==> config.mk <==
export PLATFORM = sky130hd
export DESIGN_NAME = clamped_adaptive_ema_two_channel_top
export DESIGN_NICKNAME = d
export VERILOG_FILES = /design/src/sv/caem_pkg.sv /design/src/sv/clamped_adaptive_ema_two_channel_top.sv /design/src/sv/caem_div.sv /design/src/sv/caem_filt.sv /design/src/sv/caem_dp.sv /design/src/sv/caem_ctrl.sv
export SDC_FILE = /design/constraint.sdc
export NUM_CORES = 1
export LEC_CHECK = 0
export BUFFER_PORTS_ARGS = -buffer_cell sky130_fd_sc_hd__buf_4
export CAP_MARGIN = 20
export CORE_ASPECT_RATIO = 1.75
export CORE_UTILIZATION = 25
export CTS_BUF_LIST = sky130_fd_sc_hd__clkbuf_16
export DETAILED_ROUTE_END_ITERATION = 7
export PLACE_DENSITY = 0.45
export SLEW_MARGIN = 5
export SYNTH_ARGS = -nofsm -noshare
export SYNTH_HDL_FRONTEND = slang
export SYNTH_SLANG_ARGS = --single-unit
==> constraint.sdc <==
create_clock -name clock -period 6.1 [get_ports clock]
set_input_delay 1.22 -clock clock [delete_from_list [all_inputs] [get_ports clock]]
set_output_delay 1.22 -clock clock [all_outputs]
set_load 0.02 [all_outputs]
==> src/sv/caem_pkg.sv <==
// ----------------------------------------------------------------------------
// caem_pkg
// Shared widths, constants, register indexes and the controller command bundle
// of the two-channel clamped adaptive EMA filter.
// ----------------------------------------------------------------------------
package caem_pkg;

   localparam int FRAC_BITS_DEF = 8;

   localparam int READ_W     = 16;   // signed temperature reading
   localparam int HUM_READ_W = 15;   // unsigned humidity reading
   localparam int VAL_W      = 17;   // internal filter value, signed
   localparam int HUM_W      = 16;   // humidity output
   localparam int DIV_W      = 11;   // calibration divisor
   localparam int LIMIT_W    = 3;    // fail limit and fail count
   localparam int CSR_IDX_W  = 2;

   localparam int TEMP_LO = -65536;
   localparam int TEMP_HI = 65535;
   localparam int HUM_LO  = 0;
   localparam int HUM_HI  = 65535;

   localparam logic [DIV_W-1:0]   DIV_RESET   = DIV_W'(256);
   localparam logic [LIMIT_W-1:0] LIMIT_RESET = LIMIT_W'(3);

   typedef enum logic [CSR_IDX_W-1:0] {
      CSR_TEMP_DIV   = 2'd0,
      CSR_HUM_DIV    = 2'd1,
      CSR_FAIL_LIMIT = 2'd2
   } caem_csr_type;

   typedef struct packed {
      logic load;       // latch item, start divide
      logic div_step;   // one quotient bit
      logic sat_en;     // register saturated target
      logic step_en;    // register clamped step, alpha
      logic mul_en;     // register alpha * step
      logic commit;     // update filter state and result
   } caem_cmd_type;

endpackage

==> src/sv/clamped_adaptive_ema_two_channel_top.sv <==
// Sequence: accept and load, restoring divide, saturate, clamp, multiply, commit.
// A new item is accepted only once the previous one has committed. The restoring
// divider gives one quotient bit per cycle, one divider per channel run in parallel.
// A finished result waits in its output register while the next item is computed.
// Reset: synchronous, active high; clears filters, started flags, fail counts and
// loads divisors 256 and fail limit 3.
// ----------------------------------------------------------------------------
// clamped_adaptive_ema_two_channel_top
// Two-channel slew-limited adaptive EMA: calibration divide, step clamp,
// alpha select by step size and invalid-sample fault counting.
// ----------------------------------------------------------------------------
module clamped_adaptive_ema_two_channel_top #(
   parameter int FRAC_BITS = caem_pkg::FRAC_BITS_DEF
) (
   input  logic                                  clock,
   input  logic                                  reset,
   input  logic                                  req_valid,
   output logic                                  req_ready,
   input  logic                                  req_temp_valid,
   input  logic signed [caem_pkg::READ_W-1:0]    req_temp_reading,
   input  logic                                  req_hum_valid,
   input  logic [caem_pkg::HUM_READ_W-1:0]       req_hum_reading,
   output logic                                  rsp_valid,
   input  logic                                  rsp_ready,
   output logic signed [caem_pkg::VAL_W-1:0]     rsp_temp_filtered,
   output logic [caem_pkg::HUM_W-1:0]            rsp_hum_filtered,
   output logic                                  rsp_temp_fault,
   output logic                                  rsp_hum_fault,
   input  logic                                  csr_we,
   input  logic [caem_pkg::CSR_IDX_W-1:0]        csr_index,
   input  logic [caem_pkg::DIV_W-1:0]            csr_wdata
);
   import caem_pkg::*;

   localparam int QUOT_W = READ_W + FRAC_BITS;

   caem_cmd_type cmd;

   caem_ctrl #(.QUOT_W(QUOT_W)) u_ctrl (
      .clock     (clock),
      .reset     (reset),
      .req_valid (req_valid),
      .req_ready (req_ready),
      .rsp_valid (rsp_valid),
      .rsp_ready (rsp_ready),
      .cmd       (cmd)
   );

   caem_dp #(.FRAC_BITS(FRAC_BITS)) u_dp (
      .clock             (clock),
      .reset             (reset),
      .cmd               (cmd),
      .csr_we            (csr_we),
      .csr_index         (csr_index),
      .csr_wdata         (csr_wdata),
      .req_temp_valid    (req_temp_valid),
      .req_temp_reading  (req_temp_reading),
      .req_hum_valid     (req_hum_valid),
      .req_hum_reading   (req_hum_reading),
      .rsp_temp_filtered (rsp_temp_filtered),
      .rsp_hum_filtered  (rsp_hum_filtered),
      .rsp_temp_fault    (rsp_temp_fault),
      .rsp_hum_fault     (rsp_hum_fault)
   );

endmodule

==> src/sv/caem_div.sv <==
// ----------------------------------------------------------------------------
// caem_div
// Restoring divider, one quotient bit per cycle while step is high: |reading| * 2^F / divisor.
// ----------------------------------------------------------------------------
module caem_div #(
   parameter int QUOT_W = caem_pkg::READ_W + caem_pkg::FRAC_BITS_DEF
) (
   input  logic                              clock,
   input  logic                              load,
   input  logic                              step,
   input  logic signed [caem_pkg::READ_W-1:0] reading,
   input  logic [caem_pkg::DIV_W-1:0]        divisor,
   output logic [QUOT_W-1:0]                 quot,
   output logic                              quot_neg
);
   import caem_pkg::*;

   localparam int REM_W = DIV_W + 1;
   localparam int ACC_W = REM_W + QUOT_W;

   logic [ACC_W-1:0]  acc_ff, acc_in;
   logic [DIV_W-1:0]  div_ff, div_in;
   logic              neg_ff, neg_in;
   logic [READ_W-1:0] mag;
   logic [ACC_W-1:0]  shifted;
   logic [REM_W:0]    trial;

   assign mag     = reading[READ_W-1] ? READ_W'(-reading) : reading;
   assign shifted = acc_ff << 1;
   assign trial   = {1'b0, shifted[ACC_W-1:QUOT_W]} - {2'b00, div_ff};

   always_comb begin
      acc_in = acc_ff;
      div_in = div_ff;
      neg_in = neg_ff;
      if (load) begin
         acc_in = {{REM_W{1'b0}}, mag, {(QUOT_W-READ_W){1'b0}}};
         div_in = (divisor == '0) ? DIV_W'(1) : divisor;
         neg_in = reading[READ_W-1];
      end else if (step) begin
         if (!trial[REM_W]) begin
            acc_in = {trial[REM_W-1:0], shifted[QUOT_W-1:1], 1'b1};
         end else begin
            acc_in = shifted;
         end
      end
   end

   always_ff @(posedge clock) begin
      acc_ff <= acc_in;
      div_ff <= div_in;
      neg_ff <= neg_in;
   end

   assign quot     = acc_ff[QUOT_W-1:0];
   assign quot_neg = neg_ff;

endmodule

==> src/sv/caem_filt.sv <==
// ----------------------------------------------------------------------------
// caem_filt
// One channel: saturate the calibrated sample, clamp the step, pick alpha,
// move the filter value and count invalid samples.
// ----------------------------------------------------------------------------
module caem_filt #(
   parameter int FRAC_BITS = caem_pkg::FRAC_BITS_DEF,
   parameter int QUOT_W    = caem_pkg::READ_W + caem_pkg::FRAC_BITS_DEF,
   parameter int CLAMP     = 640,
   parameter int SMALL_T   = 102,
   parameter int MEDIUM_T  = 307,
   parameter int VAL_LO    = caem_pkg::TEMP_LO,
   parameter int VAL_HI    = caem_pkg::TEMP_HI
) (
   input  logic                               clock,
   input  logic                               reset,
   input  caem_pkg::caem_cmd_type             cmd,
   input  logic                               sample_valid,
   input  logic [QUOT_W-1:0]                  quot,
   input  logic                               quot_neg,
   input  logic [caem_pkg::LIMIT_W-1:0]       fail_limit,
   output logic signed [caem_pkg::VAL_W-1:0]  value,
   output logic                               fault
);
   import caem_pkg::*;

   localparam int SQ_W    = QUOT_W + 1;
   localparam int STEP_W  = VAL_W + 1;
   localparam int MAG_W   = FRAC_BITS + 3;
   localparam int ALPHA_W = FRAC_BITS;
   localparam int PROD_W  = MAG_W + ALPHA_W;
   localparam int MOVE_W  = PROD_W + 1 - FRAC_BITS;

   localparam int ALPHA_SLOW = ((20 << FRAC_BITS) + 50) / 100;
   localparam int ALPHA_MID  = ((35 << FRAC_BITS) + 50) / 100;
   localparam int ALPHA_FAST = ((55 << FRAC_BITS) + 50) / 100;

   localparam logic signed [SQ_W-1:0]   SQ_LO   = SQ_W'(VAL_LO);
   localparam logic signed [SQ_W-1:0]   SQ_HI   = SQ_W'(VAL_HI);
   localparam logic signed [STEP_W-1:0] ST_LO   = STEP_W'(VAL_LO);
   localparam logic signed [STEP_W-1:0] ST_HI   = STEP_W'(VAL_HI);
   localparam logic signed [STEP_W-1:0] CLAMP_P = STEP_W'(CLAMP);
   localparam logic signed [STEP_W-1:0] CLAMP_N = STEP_W'(-CLAMP);
   localparam logic [MAG_W-1:0]         SMALL_M = MAG_W'(SMALL_T);
   localparam logic [MAG_W-1:0]         MED_M   = MAG_W'(MEDIUM_T);
   localparam logic [PROD_W:0]          HALF_Q  = {{PROD_W{1'b0}}, 1'b1} << (FRAC_BITS - 1);

   logic signed [VAL_W-1:0] tgt_ff, tgt_in;
   logic                    sneg_ff, sneg_in;
   logic [MAG_W-1:0]        mag_ff, mag_in;
   logic [ALPHA_W-1:0]      alpha_ff, alpha_in;
   logic [PROD_W-1:0]       prod_ff, prod_in;
   logic signed [VAL_W-1:0] value_ff, value_in;
   logic                    started_ff, started_in;
   logic [LIMIT_W-1:0]      count_ff, count_in;
   logic                    fault_ff, fault_in;

   logic signed [SQ_W-1:0]   sq;
   logic signed [STEP_W-1:0] step_raw, step_clamped, step_abs;
   logic [PROD_W:0]          rounded;
   logic [MOVE_W-1:0]        move;
   logic signed [STEP_W-1:0] sum, new_val;
   logic [LIMIT_W:0]         cnt_inc;

   // calibrated sample back to signed, then saturate to the channel range
   assign sq = quot_neg ? -$signed({1'b0, quot}) : $signed({1'b0, quot});

   always_comb begin
      if (sq < SQ_LO) begin
         tgt_in = SQ_LO[VAL_W-1:0];
      end else if (sq > SQ_HI) begin
         tgt_in = SQ_HI[VAL_W-1:0];
      end else begin
         tgt_in = sq[VAL_W-1:0];
      end
   end

   assign step_raw = $signed({tgt_ff[VAL_W-1], tgt_ff}) - $signed({value_ff[VAL_W-1], value_ff});

   always_comb begin
      if (step_raw > CLAMP_P) begin
         step_clamped = CLAMP_P;
      end else if (step_raw < CLAMP_N) begin
         step_clamped = CLAMP_N;
      end else begin
         step_clamped = step_raw;
      end
   end

   assign sneg_in  = step_clamped[STEP_W-1];
   assign step_abs = sneg_in ? -step_clamped : step_clamped;
   assign mag_in   = step_abs[MAG_W-1:0];

   always_comb begin
      if (mag_in <= SMALL_M) begin
         alpha_in = ALPHA_W'(ALPHA_SLOW);
      end else if (mag_in <= MED_M) begin
         alpha_in = ALPHA_W'(ALPHA_MID);
      end else begin
         alpha_in = ALPHA_W'(ALPHA_FAST);
      end
   end

   assign prod_in = PROD_W'(alpha_ff) * PROD_W'(mag_ff);

   // round magnitude half away from zero, then put the sign back
   assign rounded = {1'b0, prod_ff} + HALF_Q;
   assign move    = rounded[PROD_W:FRAC_BITS];
   assign sum     = sneg_ff
                    ? $signed({value_ff[VAL_W-1], value_ff})
                      - $signed({{(STEP_W-MOVE_W){1'b0}}, move})
                    : $signed({value_ff[VAL_W-1], value_ff})
                      + $signed({{(STEP_W-MOVE_W){1'b0}}, move});

   always_comb begin
      if (sum < ST_LO) begin
         new_val = ST_LO;
      end else if (sum > ST_HI) begin
         new_val = ST_HI;
      end else begin
         new_val = sum;
      end
   end

   // count plus one compared without wrap
   assign cnt_inc = (LIMIT_W+1)'(count_ff) + (LIMIT_W+1)'(1);

   always_comb begin
      value_in   = value_ff;
      started_in = started_ff;
      count_in   = count_ff;
      fault_in   = fault_ff;
      if (cmd.commit) begin
         if (sample_valid) begin
            value_in   = started_ff ? new_val[VAL_W-1:0] : tgt_ff;
            started_in = 1'b1;
            count_in   = '0;
            fault_in   = 1'b0;
         end else if (cnt_inc >= {1'b0, fail_limit}) begin
            count_in = '0;
            fault_in = 1'b1;
         end else begin
            count_in = cnt_inc[LIMIT_W-1:0];
            fault_in = 1'b0;
         end
      end
   end

   always_ff @(posedge clock) begin
      if (cmd.sat_en) begin
         tgt_ff <= tgt_in;
      end
      if (cmd.step_en) begin
         sneg_ff  <= sneg_in;
         mag_ff   <= mag_in;
         alpha_ff <= alpha_in;
      end
      if (cmd.mul_en) begin
         prod_ff <= prod_in;
      end
   end

   always_ff @(posedge clock) begin
      if (reset) begin
         value_ff   <= '0;
         started_ff <= 1'b0;
         count_ff   <= '0;
         fault_ff   <= 1'b0;
      end else begin
         value_ff   <= value_in;
         started_ff <= started_in;
         count_ff   <= count_in;
         fault_ff   <= fault_in;
      end
   end

   assign value = value_ff;
   assign fault = fault_ff;

endmodule

==> src/sv/caem_dp.sv <==
// ----------------------------------------------------------------------------
// caem_dp
// Datapath: config registers, one divider and one filter per channel.
// Both channels run side by side under the same commands.
// ----------------------------------------------------------------------------
module caem_dp #(
   parameter int FRAC_BITS = caem_pkg::FRAC_BITS_DEF
) (
   input  logic                                  clock,
   input  logic                                  reset,
   input  caem_pkg::caem_cmd_type                cmd,
   input  logic                                  csr_we,
   input  logic [caem_pkg::CSR_IDX_W-1:0]        csr_index,
   input  logic [caem_pkg::DIV_W-1:0]            csr_wdata,
   input  logic                                  req_temp_valid,
   input  logic signed [caem_pkg::READ_W-1:0]    req_temp_reading,
   input  logic                                  req_hum_valid,
   input  logic [caem_pkg::HUM_READ_W-1:0]       req_hum_reading,
   output logic signed [caem_pkg::VAL_W-1:0]     rsp_temp_filtered,
   output logic [caem_pkg::HUM_W-1:0]            rsp_hum_filtered,
   output logic                                  rsp_temp_fault,
   output logic                                  rsp_hum_fault
);
   import caem_pkg::*;

   localparam int QUOT_W = READ_W + FRAC_BITS;

   localparam int TEMP_CLAMP  = ((5 << FRAC_BITS) + 1) / 2;
   localparam int TEMP_SMALL  = ((4 << FRAC_BITS) + 5) / 10;
   localparam int TEMP_MEDIUM = ((12 << FRAC_BITS) + 5) / 10;
   localparam int HUM_CLAMP   = 6 << FRAC_BITS;
   localparam int HUM_SMALL   = 1 << FRAC_BITS;
   localparam int HUM_MEDIUM  = ((7 << FRAC_BITS) + 1) / 2;

   logic [DIV_W-1:0]   temp_div_ff, temp_div_in;
   logic [DIV_W-1:0]   hum_div_ff, hum_div_in;
   logic [LIMIT_W-1:0] limit_ff, limit_in;
   logic               temp_valid_ff, hum_valid_ff;

   logic [QUOT_W-1:0]       temp_quot, hum_quot;
   logic                    temp_qneg, hum_qneg;
   logic signed [VAL_W-1:0] hum_value;

   always_comb begin
      temp_div_in = temp_div_ff;
      hum_div_in  = hum_div_ff;
      limit_in    = limit_ff;
      if (csr_we) begin
         case (csr_index)
            CSR_TEMP_DIV:   temp_div_in = csr_wdata;
            CSR_HUM_DIV:    hum_div_in  = csr_wdata;
            CSR_FAIL_LIMIT: limit_in    = csr_wdata[LIMIT_W-1:0];
            default: ;
         endcase
      end
   end

   always_ff @(posedge clock) begin
      if (reset) begin
         temp_div_ff <= DIV_RESET;
         hum_div_ff  <= DIV_RESET;
         limit_ff    <= LIMIT_RESET;
      end else begin
         temp_div_ff <= temp_div_in;
         hum_div_ff  <= hum_div_in;
         limit_ff    <= limit_in;
      end
   end

   always_ff @(posedge clock) begin
      if (cmd.load) begin
         temp_valid_ff <= req_temp_valid;
         hum_valid_ff  <= req_hum_valid;
      end
   end

   caem_div #(.QUOT_W(QUOT_W)) u_temp_div (
      .clock    (clock),
      .load     (cmd.load),
      .step     (cmd.div_step),
      .reading  (req_temp_reading),
      .divisor  (temp_div_ff),
      .quot     (temp_quot),
      .quot_neg (temp_qneg)
   );

   caem_div #(.QUOT_W(QUOT_W)) u_hum_div (
      .clock    (clock),
      .load     (cmd.load),
      .step     (cmd.div_step),
      .reading  ($signed({1'b0, req_hum_reading})),
      .divisor  (hum_div_ff),
      .quot     (hum_quot),
      .quot_neg (hum_qneg)
   );

   caem_filt #(
      .FRAC_BITS (FRAC_BITS),
      .QUOT_W    (QUOT_W),
      .CLAMP     (TEMP_CLAMP),
      .SMALL_T   (TEMP_SMALL),
      .MEDIUM_T  (TEMP_MEDIUM),
      .VAL_LO    (TEMP_LO),
      .VAL_HI    (TEMP_HI)
   ) u_temp_filt (
      .clock        (clock),
      .reset        (reset),
      .cmd          (cmd),
      .sample_valid (temp_valid_ff),
      .quot         (temp_quot),
      .quot_neg     (temp_qneg),
      .fail_limit   (limit_ff),
      .value        (rsp_temp_filtered),
      .fault        (rsp_temp_fault)
   );

   caem_filt #(
      .FRAC_BITS (FRAC_BITS),
      .QUOT_W    (QUOT_W),
      .CLAMP     (HUM_CLAMP),
      .SMALL_T   (HUM_SMALL),
      .MEDIUM_T  (HUM_MEDIUM),
      .VAL_LO    (HUM_LO),
      .VAL_HI    (HUM_HI)
   ) u_hum_filt (
      .clock        (clock),
      .reset        (reset),
      .cmd          (cmd),
      .sample_valid (hum_valid_ff),
      .quot         (hum_quot),
      .quot_neg     (hum_qneg),
      .fail_limit   (limit_ff),
      .value        (hum_value),
      .fault        (rsp_hum_fault)
   );

   // humidity never goes negative, top bit is always zero
   assign rsp_hum_filtered = hum_value[HUM_W-1:0];

endmodule

==> src/sv/caem_ctrl.sv <==
// ----------------------------------------------------------------------------
// caem_ctrl
// Sequencer: accept, divide, saturate, clamp, multiply, commit. Owns the
// result valid flag so the next item can start while a result waits.
// ----------------------------------------------------------------------------
module caem_ctrl #(
   parameter int QUOT_W = caem_pkg::READ_W + caem_pkg::FRAC_BITS_DEF
) (
   input  logic                   clock,
   input  logic                   reset,
   input  logic                   req_valid,
   output logic                   req_ready,
   output logic                   rsp_valid,
   input  logic                   rsp_ready,
   output caem_pkg::caem_cmd_type cmd
);
   import caem_pkg::*;

   localparam int CNT_W = $clog2(QUOT_W);

   typedef enum logic [5:0] {
      ST_IDLE = 6'b000001,
      ST_DIV  = 6'b000010,
      ST_SAT  = 6'b000100,
      ST_STEP = 6'b001000,
      ST_MUL  = 6'b010000,
      ST_UPD  = 6'b100000
   } state_type;

   state_type        state_ff, state_in;
   logic [CNT_W-1:0] cnt_ff, cnt_in;
   logic             rsp_valid_ff, rsp_valid_in;
   logic             out_free;

   assign out_free = !rsp_valid_ff || rsp_ready;

   always_comb begin
      state_in     = state_ff;
      cnt_in       = cnt_ff;
      rsp_valid_in = rsp_valid_ff;
      cmd          = '0;
      if (rsp_valid_ff && rsp_ready) begin
         rsp_valid_in = 1'b0;
      end
      case (state_ff)
         ST_IDLE: begin
            if (req_valid) begin
               cmd.load = 1'b1;
               cnt_in   = CNT_W'(QUOT_W - 1);
               state_in = ST_DIV;
            end
         end
         ST_DIV: begin
            cmd.div_step = 1'b1;
            cnt_in       = cnt_ff - CNT_W'(1);
            if (cnt_ff == '0) begin
               state_in = ST_SAT;
            end
         end
         ST_SAT: begin
            cmd.sat_en = 1'b1;
            state_in   = ST_STEP;
         end
         ST_STEP: begin
            cmd.step_en = 1'b1;
            state_in    = ST_MUL;
         end
         ST_MUL: begin
            cmd.mul_en = 1'b1;
            state_in   = ST_UPD;
         end
         ST_UPD: begin
            // hold here until the result register is free
            if (out_free) begin
               cmd.commit   = 1'b1;
               rsp_valid_in = 1'b1;
               state_in     = ST_IDLE;
            end
         end
         default: begin
            state_in = ST_IDLE;
         end
      endcase
   end

   always_ff @(posedge clock) begin
      if (reset) begin
         state_ff     <= ST_IDLE;
         cnt_ff       <= '0;
         rsp_valid_ff <= 1'b0;
      end else begin
         state_ff     <= state_in;
         cnt_ff       <= cnt_in;
         rsp_valid_ff <= rsp_valid_in;
      end
   end

   assign req_ready = (state_ff == ST_IDLE);
   assign rsp_valid = rsp_valid_ff;

endmodule

==> qor.csv, run 1 <==
metric,value,unit
status,"finished, final reports clean",
Crit Path Max Fanout,5,
"Hold Violations, Final",0,
DP HPWL,50070,µm
Least-Margin Pin Slew,0.9963,ns
Async SR Flop Fraction,0,%
Final Setup Violations,0,
multi-input logic area,0.01485,mm²
Comb pwr share,16.8,%
Ys Warns,0,
max-capacitance violation count,0,
vias in the first global route,18790,
TritonCTS clock tree,yes,
DRC viols,0,
clk_lat worst skew,0.58,ns
H-tree levels,1,
period utilisation layout,94.44,%
CP required,6.43,ns
root buffer cell,clkbuf_16,
routability cong.,0.8609,
I/O Buffers,87,
VDD IR-drop max,191.5,µV
Worst Clk Skew,0.01917,ns
final setup TNS,0,ns
area of all sequential standard cells,0.006907,mm²
Synth Register Bits,270,
critical path type,reg -> reg,
crit path launch type,flip-flop,
global-route wire length before repair,100200,µm
Detailed Routing Iterations Pass 1,6,
Final ANT Viol Nets,0,
clock share of power,38.0,%
Syn Nets,2872,
routed len/inst,16.80,µm
CTS clock-pin slew for the worst setup and hold paths,0.07,ns
largest net degree at the start of global routing,65,
layout overhead on the synthesized area,11.67,%
GRT Total Usage,13.40,%
Nets,2874,
sequential share of the synthesized area,30.02,%
Net Sw Frac,29.42,%
fin. max-slew vios,0,
initial antenna violation count,0,
DR vias/cell,4.777,
GR Overflow Total,0,
drt total wl,62750,µm
WP data arrival,6.09,ns
Top Ports,88,
PostCTS Resize Cnt,0,
row cnt,146,
unrepaired setup endpoints after global routing,false,
TritonCTS Buffers,29,
Peak Freq,0.1736,GHz
antenna cells,0,
Hold WC Path Type,reg -> reg,
Mapped Cells,2527,
CP Capture Type,flip-flop,
chip height,403.3,µm
Starting Density,25.34,%
Max-Slew Margin vs Limit,33.37,%
minimum clock period,5.761,ns
average size of a mapped cell,9.105,µm²
"Hold-fix buffers, CTS",0,
clock buffer depth,3,
final core utilization,28.30,%
mapped cell area,0.02301,mm²
register share of total power,45.2,%
vias,17840,
PD cells,184.1,mW/mm²
full die area,0.09330,mm²
die width,231.3,µm
Int Pwr,3338,µW
P_leak,0.01028,µW
Clock Sink Count,270,
Core Area,0.09079,mm²
Fillers,9588,
share of layout cells above drive strength 1,10.07,%
post-CTS setup buffers,0,
switching power,1392,µW
Initial DRC Count,763,
"EDFF count, synth",150,
Most used DFF post-synth,edfxtp_1,
Netlist cell types,103,
cell type report:
type,count,share of cell area [%]
multi-input cells,1933,57.78
flip-flops and latches,270,26.88
well taps,1184,5.766
repair buffers,109,3.199
clock buffers,30,2.922
inverters,186,2.717
clock inverters,23,0.7305
layer usage:
metal	part of all wire, %	vias up	track usage, %
met4	4.2	0	5.832
met2	56	260	27.08
met1	37	8607	13.51
met5	0	-	0
met3	2.3	109	1.242
li1	-	8865	-
critical path, cell delays in order (launching register included):
cell       delay [ns]
dfxtp_1          0.44
inv_1            0.07
ha_1             0.36
a21oi_1          0.28
o22ai_1          0.15
or2_2            0.29
a31o_2           0.23
a21oi_1          0.23
a2bb2oi_1        0.24
a31oi_1          0.16
nor3_1           0.25
nand4_1          0.12
ha_1             0.33
nor3_1           0.08
inv_1            0.07
ha_1             0.20
inv_1            0.11
nor4_4           0.32
o211a_1          0.26
and2_1           0.23
a21oi_1          0.10
o32a_1           0.29
a311o_1          0.36
a211oi_4         0.27
nand2b_1         0.08
power by group through the flow:
stage | clock (µW) | combinational, µW | sequential (µW)
after floorplan | 0 | 591 | 2140
after global placement | 0 | 786 | 2180
after detailed placement | 0 | 799 | 2180
after CTS | 1880 | 803 | 2140
after global routing | 1930 | 888 | 2150
final | 1800 | 794 | 2140
cell usage in the layout, fill, tap and decap left out, types with 9 or more instances in the layout:
cell type  count
nor2_1       207
nand2_1      205
inv_1        185
ha_1         182
edfxtp_1     150
o21ai_0      133
and2_1       126
dfxtp_1      120
fa_1         112
buf_4        108
a21oi_1      105
xnor2_1       94
xor2_1        74
nand3_1       52
nor3_1        44
mux2i_1       40
nor2b_1       35
nand2b_1      34
a21o_1        30
clkbuf_16     30
or3_1         29
a211oi_1      28
o21a_1        26
or2_2         23
o31ai_1       21
nor4_1        19
a31oi_1       18
a22o_1        17
and3_1        15
o21ai_1       13
a21oi_2       12
nand4_1       11
a31o_2        10
nand3b_1      10
nand4b_1       9
o211ai_1       9
o21bai_1       9
a221oi_2       9
a221oi_1       9
per-stage QoR:
stage | power, µW | setup slack, ns | instances | instance area (µm²) | hold WS, ns
4_1_cts | 4820 | 0.2580 | 3734 | 25640 | 0.4655
3_5_place_dp | 2980 | 0.3111 | 3681 | 24700 | 0.4502
2_1_floorplan | 2726 | 0.1740 | 2527 | 23010 | 0.4389
3_3_place_gp | 2963 | 0.4081 | 3681 | 24700 | 0.4442
6_report | 4729 | 0.3389 | 3735 | 25690 | 0.4645
5_1_grt | 4973 | 0.01590 | 3735 | 25690 | 0.4774
synthesized netlist by cell type (12+ instances only):
cell type / n / area share, %
nor2_1: 207 / 3.4
nand2_1: 205 / 3.3
ha_1: 182 / 9.9
inv_1: 182 / 3.0
edfxtp_1: 150 / 20
o21ai_0: 136 / 3.0
and2_1: 126 / 3.4
dfxtp_1: 120 / 10
fa_1: 112 / 9.7
a21oi_1: 106 / 2.3
clkbuf_1: 94 / 1.5
xnor2_1: 94 / 3.6
xor2_1: 75 / 2.9
nand3_1: 52 / 1.1
nor3_1: 44 / 0.96
mux2i_1: 40 / 1.7
nor2b_1: 35 / 0.95
nand2b_1: 34 / 0.92
a21o_1: 30 / 0.98
or3_1: 29 / 0.79
a211oi_1: 28 / 0.91
o21a_1: 26 / 0.85
or2_2: 23 / 0.63
buf_4: 21 / 0.69
o31ai_1: 21 / 0.69
nor4_1: 20 / 0.54
a31oi_1: 19 / 0.52
a22o_1: 17 / 0.65
and3_1: 15 / 0.41
nor3b_1: 12 / 0.39
worst paths after layout:
kind | cells past startpoint | startpoint | endpoint | slack [ns]
setup / recovery | 24 | u_dp.u_temp_filt.value[11] | u_dp.u_temp_filt.alpha_ff[0] | 0.34
hold / removal | 0 | u_dp.hum_div_ff[3] | u_dp.u_hum_div.div_ff[3] | 0.46
setup reg to reg | 24 | u_dp.u_temp_filt.value[11] | u_dp.u_temp_filt.alpha_ff[0] | 0.34
hold reg to reg | 0 | u_dp.hum_div_ff[3] | u_dp.u_hum_div.div_ff[3] | 0.46
kinds of logic (layout without fill, tap and decap cells):
group	after synthesis	in the layout	synth area share, %
mux	45	45	1.985
simple gates	869	869	19.38
flops	270	270	30.02
fa+ha+maj	295	295	19.69
other cells	1	1	0.01630
buf+inv	324	348	5.786
xor+xnor	169	169	6.433
compound gates	554	554	16.70
flip-flops by register name (all words and copies together) (netlist names), 11 cells and up:
| signal | count |
|---|---|
| u_dp.hum_div_ff | 11 |
| u_dp.temp_div_ff | 11 |
| u_dp.u_hum_div.acc_ff | 35 |
| u_dp.u_hum_div.div_ff | 11 |
| u_dp.u_hum_filt.mag_ff | 11 |
| u_dp.u_hum_filt.prod_ff | 12 |
| u_dp.u_hum_filt.tgt_ff | 17 |
| u_dp.u_hum_filt.value | 17 |
| u_dp.u_temp_div.acc_ff | 35 |
| u_dp.u_temp_div.div_ff | 11 |
| u_dp.u_temp_filt.mag_ff | 11 |
| u_dp.u_temp_filt.prod_ff | 12 |
| u_dp.u_temp_filt.tgt_ff | 17 |
| u_dp.u_temp_filt.value | 17 |
Note: power is estimated with default switching activity, not from simulation.
==> run 2, diff against run 1 <==
CORE_MARGIN = 2   (was unset)
CTS_BUF_LIST = unset   (was sky130_fd_sc_hd__clkbuf_16)
==> qor.csv, run 2 (synthesis gave the netlist of run 1 again) <==
metric,value,unit,change
drt total wl,63520,µm,+1.2%
routed len/inst,16.93,µm,+0.78%
VDD IR-drop max,175.4,µV,-8.4%
Detailed Routing Iterations Pass 1,5,,-1
Final Setup Violations,0,,unchanged
H-tree levels,1,,unchanged
Starting Density,25.17,%,-0.17 points
GR Overflow Total,0,,unchanged
Least-Margin Pin Slew,0.9600,ns,-0.03639 ns
DR vias/cell,4.724,,-1.1%
layout overhead on the synthesized area,12.14,%,
"Hold-fix buffers, CTS",0,,unchanged
PD cells,186.7,mW/mm²,+1.4%
chip height,405.3,µm,+0.50%
most numerous cell on the critical path,ha_1,,
Fillers,9736,,+1.5%
CP required,6.44,ns,about the same
row cnt,147,,+0.68%
CTS clock-pin slew for the worst setup and hold paths,0.07,ns,about the same
initial antenna violation count,0,,unchanged
DRC viols,0,,unchanged
routability cong.,0.8142,,-5.4%
FF-to-FF path depth,22,,-8.3%
clk_lat worst skew,0.59,ns,about the same
die width,233.3,µm,+0.86%
TritonCTS Buffers,28,,-3.4%
crit path launch type,flip-flop,,
GRT Total Usage,13.53,%,+0.12 points
Initial DRC Count,806,,+5.6%
PostCTS Resize Cnt,0,,unchanged
"most common cell after layout, fill and taps aside",nor2_1,,
CP peak stage delay,0.51,ns,+0.07 ns
Min-Delay Path Depth,0,,unchanged
final setup TNS,0,ns,unchanged
DP HPWL,50690,µm,+1.3%
Worst path slowest cell,or4_1,,
"Hold Violations, Final",0,,unchanged
Largest regs,"u_dp.u_hum_div.acc_ff x35, u_dp.u_temp_div.acc_ff x35",,
minimum clock period,5.680,ns,-0.08124 ns
period utilisation layout,93.11,%,-1.3 points
I/O Buffers,87,,unchanged
unrepaired setup endpoints after global routing,false,,
Hold WC Path Type,reg -> reg,,
critical path type,reg -> reg,,
largest net degree at the start of global routing,65,,unchanged
Clock Sink Count,270,,unchanged
post-CTS setup buffers,0,,unchanged
Power Total,4817,µW,+1.9%
clock buffer depth,3,,unchanged
root buffer cell,clkbuf_16,,
Nets,2882,,+0.28%
Worst Clk Skew,0.01992,ns,+0.0007504 ns
"Cell Chain, Critical Path","inv_1, ha_1, inv_1, fa_1, a21o_1, a221oi_2, o311ai_1, o22a_1, a31oi_1, nand3_1, o21ai_0, nand4_1, ha_1, or3_1, ha_1, nor3_1, a21oi_1, o32a_1, or4_1, nand2b_1, a211oi_2, nand2_1",,
Top Ports,88,,unchanged
P_leak,0.01033,µW,+0.44%
Crit Path Max Fanout,6,,+1
TritonCTS clock tree,yes,,
Max-Slew Margin vs Limit,35.54,%,+2.2 points
full die area,0.09457,mm²,+1.4%
Critical Path Start,u_dp.u_hum_filt.tgt_ff[0],,
status,"finished, final reports clean",,
CP Capture Type,flip-flop,,
Final ANT Viol Nets,0,,unchanged
vias,17720,,-0.67%
HP Start,u_dp.temp_div_ff[8],,
R2R Path Start,u_dp.u_hum_filt.tgt_ff[0],,
global-route wire length before repair,101700,µm,+1.5%
Peak Freq,0.1761,GHz,+1.4%
share of layout cells above drive strength 1,10.39,%,+0.32 points
fin. max-slew vios,0,,unchanged
WP data arrival,6.02,ns,-0.07 ns
final core utilization,28.23,%,-0.073 points
vias in the first global route,18690,,-0.54%
most frequent cells in the layout,"nor2_1 (206), nand2_1 (205), ha_1 (182)",,
Core Area,0.09141,mm²,+0.68%
max-capacitance violation count,0,,unchanged
antenna cells,0,,unchanged
==> run 2: path summary, 6_finish.rpt <==
check,endpoint,slack (ns)
hold reg to reg,u_dp.u_temp_div.div_ff[8],0.46
setup / recovery,u_dp.u_hum_filt.alpha_ff[3],0.42
setup reg to reg,u_dp.u_hum_filt.alpha_ff[3],0.42
hold / removal,u_dp.u_temp_div.div_ff[8],0.46
==> run 2: through the flow <==
| stage | cell area, µm² | hold WS, ns | instances | worst slack [ns] |
|---|---|---|---|---|
| floorplan | 23010 | 0.4389 | 2527 | 0.1740 |
| global placement | 24780 | 0.4430 | 3698 | 0.3528 |
| detailed placement | 24780 | 0.4464 | 3698 | 0.3041 |
| CTS | 25760 | 0.4623 | 3750 | 0.2674 |
| global route | 25800 | 0.4814 | 3751 | 0.01525 |
| finish | 25800 | 0.4615 | 3751 | 0.4201 |
==> run 2: metal layers <==
layer / wire length, µm / track usage, % / vias up / share of wire (%)
met5: 0 / 0 / - / 0
met4: 2587 / 5.487 / 0 / 4.1
met3: 1361 / 1.103 / 102 / 2.1
met2: 36480 / 27.81 / 233 / 57
met1: 23090 / 13.52 / 8508 / 36
li1: - / - / 8878 / -
==> run 2: area by class of cell <==
cell class	instances	area, µm²	share of cell area [%]
multi-input combinational	1933	14830	57.49
tap	1192	1491	5.780
inverter	186	698.2	2.706
clock buffer	34	797.0	3.089
clock inverter	18	190.2	0.7371
sequential	270	6907	26.77
timing repair buffer	118	885.9	3.433
==> run 2: worst max-delay path: cells and delay by family (launching register included) <==
kind	cells	cell delay [ns]
AND/OR/NAND/NOR	7	1.62
adder cells (fa/ha/maj)	4	1.18
flip-flops	1	0.39
AO/OA/AOI/OAI	9	2.14
buffers and inverters	2	0.12
==> run 2: where the power goes <==
group	internal (µW)	leakage, µW	total [µW]	switching, µW
sequential	2040	0.00240	2140	93.5
combinational	310	0.00745	803	493
clock	1060	0.000479	1880	811
==> run 3, diff against run 2 <==
==> constraint.sdc (replaced) <==
create_clock -name clock -period 6.1 [get_ports clock]
set_input_delay 0.305 -clock clock [delete_from_list [all_inputs] [get_ports clock]]
set_output_delay 0.305 -clock clock [all_outputs]
set_load 0.02 [all_outputs]
==> qor.csv, run 3 (synthesis gave the netlist of run 1 again) <==
metric,value,unit,change
I/O Buffers,87,,unchanged
fin. max-slew vios,0,,unchanged
minimum clock period,5.741,ns,+0.06133 ns
register share of total power,44.2,%,-0.2 points
Top Ports,88,,unchanged
share of layout cells above drive strength 1,10.03,%,-0.37 points
chip height,405.3,µm,unchanged
routed len/inst,16.81,µm,-0.75%
status,"finished, final reports clean",,
Core Area,0.09141,mm²,unchanged
initial antenna violation count,0,,unchanged
"Hold Violations, Final",0,,unchanged
CTS clock-pin slew for the worst setup and hold paths,0.07,ns,about the same
DRC viols,0,,unchanged
Worst Clk Skew,0.009613,ns,-0.01031 ns
Clock Sink Count,270,,unchanged
PD cells,185.7,mW/mm²,-0.55%
Crit Path Max Fanout,5,,-1
final setup TNS,0,ns,unchanged
root buffer cell,clkbuf_16,,
Hold WC Path Type,in -> reg,,
DP HPWL,50610,µm,-0.16%
Final Setup Violations,0,,unchanged
global-route wire length before repair,100900,µm,-0.71%
Detailed Routing Iterations Pass 1,5,,unchanged
max-capacitance violation count,0,,unchanged
Max-Slew Margin vs Limit,34.00,%,-1.5 points
Power Total,4838,µW,+0.44%
routability cong.,0.8126,,-0.20%
antenna cells,0,,unchanged
Net Sw Frac,28.08,%,-0.93 points
row cnt,147,,unchanged
CP required,6.43,ns,about the same
Int Pwr,3479,µW,+1.8%
TritonCTS clock tree,yes,,
clk_lat worst skew,0.58,ns,about the same
Least-Margin Pin Slew,0.9869,ns,+0.02695 ns
period utilisation layout,94.12,%,+1.0 points
Largest regs,"u_dp.u_hum_div.acc_ff x35, u_dp.u_temp_div.acc_ff x35",,
clock buffer depth,3,,unchanged
H-tree levels,1,,unchanged
TritonCTS Buffers,28,,unchanged
GR Overflow Total,0,,unchanged
clock share of power,39.0,%,about the same
crit path launch type,flip-flop,,
largest net degree at the start of global routing,65,,unchanged
Comb pwr share,16.8,%,about the same
Nets,2906,,+0.83%
drt total wl,63440,µm,-0.12%
critical path type,reg -> reg,,
CP Capture Type,flip-flop,,
vias,17870,,+0.83%
Final ANT Viol Nets,0,,unchanged
vias in the first global route,18570,,-0.65%
DR vias/cell,4.733,,+0.19%
unrepaired setup endpoints after global routing,false,,
Initial DRC Count,807,,+0.12%
post-CTS setup buffers,0,,unchanged
full die area,0.09457,mm²,unchanged
VDD IR-drop max,171.2,µV,-2.4%
WP data arrival,6.07,ns,+0.05 ns
Fillers,9731,,-0.051%
most frequent cells in the layout,"nor2_1 (205), nand2_1 (205), ha_1 (182)",,
layout overhead on the synthesized area,13.25,%,
Starting Density,25.17,%,unchanged
switching power,1359,µW,-2.8%
GRT Total Usage,13.42,%,-0.11 points
die width,233.3,µm,unchanged
Peak Freq,0.1742,GHz,-1.1%
P_leak,0.01044,µW,+1.0%
[run 3: cell count changes in the layout (fill, tap and decap cells not counted), sizes merged]
cell | previous run | this run
inv | 188 | 186
bufinv | 3 | 4
clkinvlp | 3 | 0
buf | 118 | 116
clkbuf | 34 | 42
clkinv | 10 | 6
dlygate4sd3 | 0 | 26
[run 3: timing repair]
action / CTS / global route
endpoints found under the setup margin: 0 / 4
endpoints found under the hold margin: 34 / 0
gates resized for setup: 0 / 5
hold buffers: 26 / 0
[run 3: worst paths after layout]
check                            startpoint                            to  slack [ns]  depth (start not counted)
setup reg to reg  u_dp.u_temp_filt.value[9]  u_dp.u_temp_filt.alpha_ff[0]        0.36                         24
hold reg to reg         u_dp.temp_div_ff[8]     u_dp.u_temp_div.div_ff[8]        0.46                          0
setup / recovery  u_dp.u_temp_filt.value[9]  u_dp.u_temp_filt.alpha_ff[0]        0.36                         24
hold / removal                 csr_wdata[2]              u_dp.limit_ff[2]        0.04                          3
[run 3: per-stage QoR]
step	hold WS, ns	instances	setup WS, ns	util, %	area, µm²
after floorplan	0.4039	2527	0.1740	-	23010
after global placement	0.4411	3696	0.3667	27.09	24760
after detailed placement	0.4440	3696	0.3098	27.09	24760
after CTS	0.005046	3774	0.2867	28.46	26010
after global routing	0.02371	3775	0.006191	28.51	26060
final	0.03742	3775	0.3588	28.51	26060
[run 3: cell type report]
| type | instances | area [µm²] | share of cell area, % |
|---|---|---|---|
| clock buffers | 42 | 835.8 | 3.208 |
| multi-input cells | 1933 | 14840 | 56.94 |
| inverters | 186 | 698.2 | 2.679 |
| flip-flops and latches | 270 | 6907 | 26.51 |
| repair buffers | 142 | 1135 | 4.355 |
| clock inverters | 10 | 153.9 | 0.5906 |
| well taps | 1192 | 1491 | 5.724 |
[run 3: per-layer routing]
layer	GRT usage (%)	wire length, µm	vias up
met2	27.30	35990	282
met4	5.721	2755	0
li1	-	-	8949
met1	13.49	23210	8524
met3	1.173	1483	113
met5	0	0	-
[run 3: power groups by stage]
stage               Clock (µW)  Sequential, µW  Combinational [µW]
floorplan                    0            2140                 591
global placement             0            2180                 810
detailed placement           0            2180                 814
CTS                       1960            2140                 830
global route              2010            2150                 914
finish                    1880            2140                 815
[run 3: critical path, cell delays in order, from the launching register on]
cell and delay [ns]:
dfxtp_1 0.38, inv_1 0.07, ha_1 0.37, a21oi_1 0.26, o22ai_1 0.16, or2_2 0.29, a31o_2 0.23, a21oi_1 0.20
a2bb2oi_1 0.25, a31oi_1 0.17, nor3_1 0.22, nand4_1 0.11, ha_1 0.34, nor2_1 0.08, nand2_1 0.07, ha_1 0.19
inv_1 0.11, nor4_4 0.32, o211a_1 0.26, and2_1 0.25, a21oi_1 0.09, o32a_1 0.30, a311o_1 0.36, a211oi_4 0.30
nand2b_1 0.09
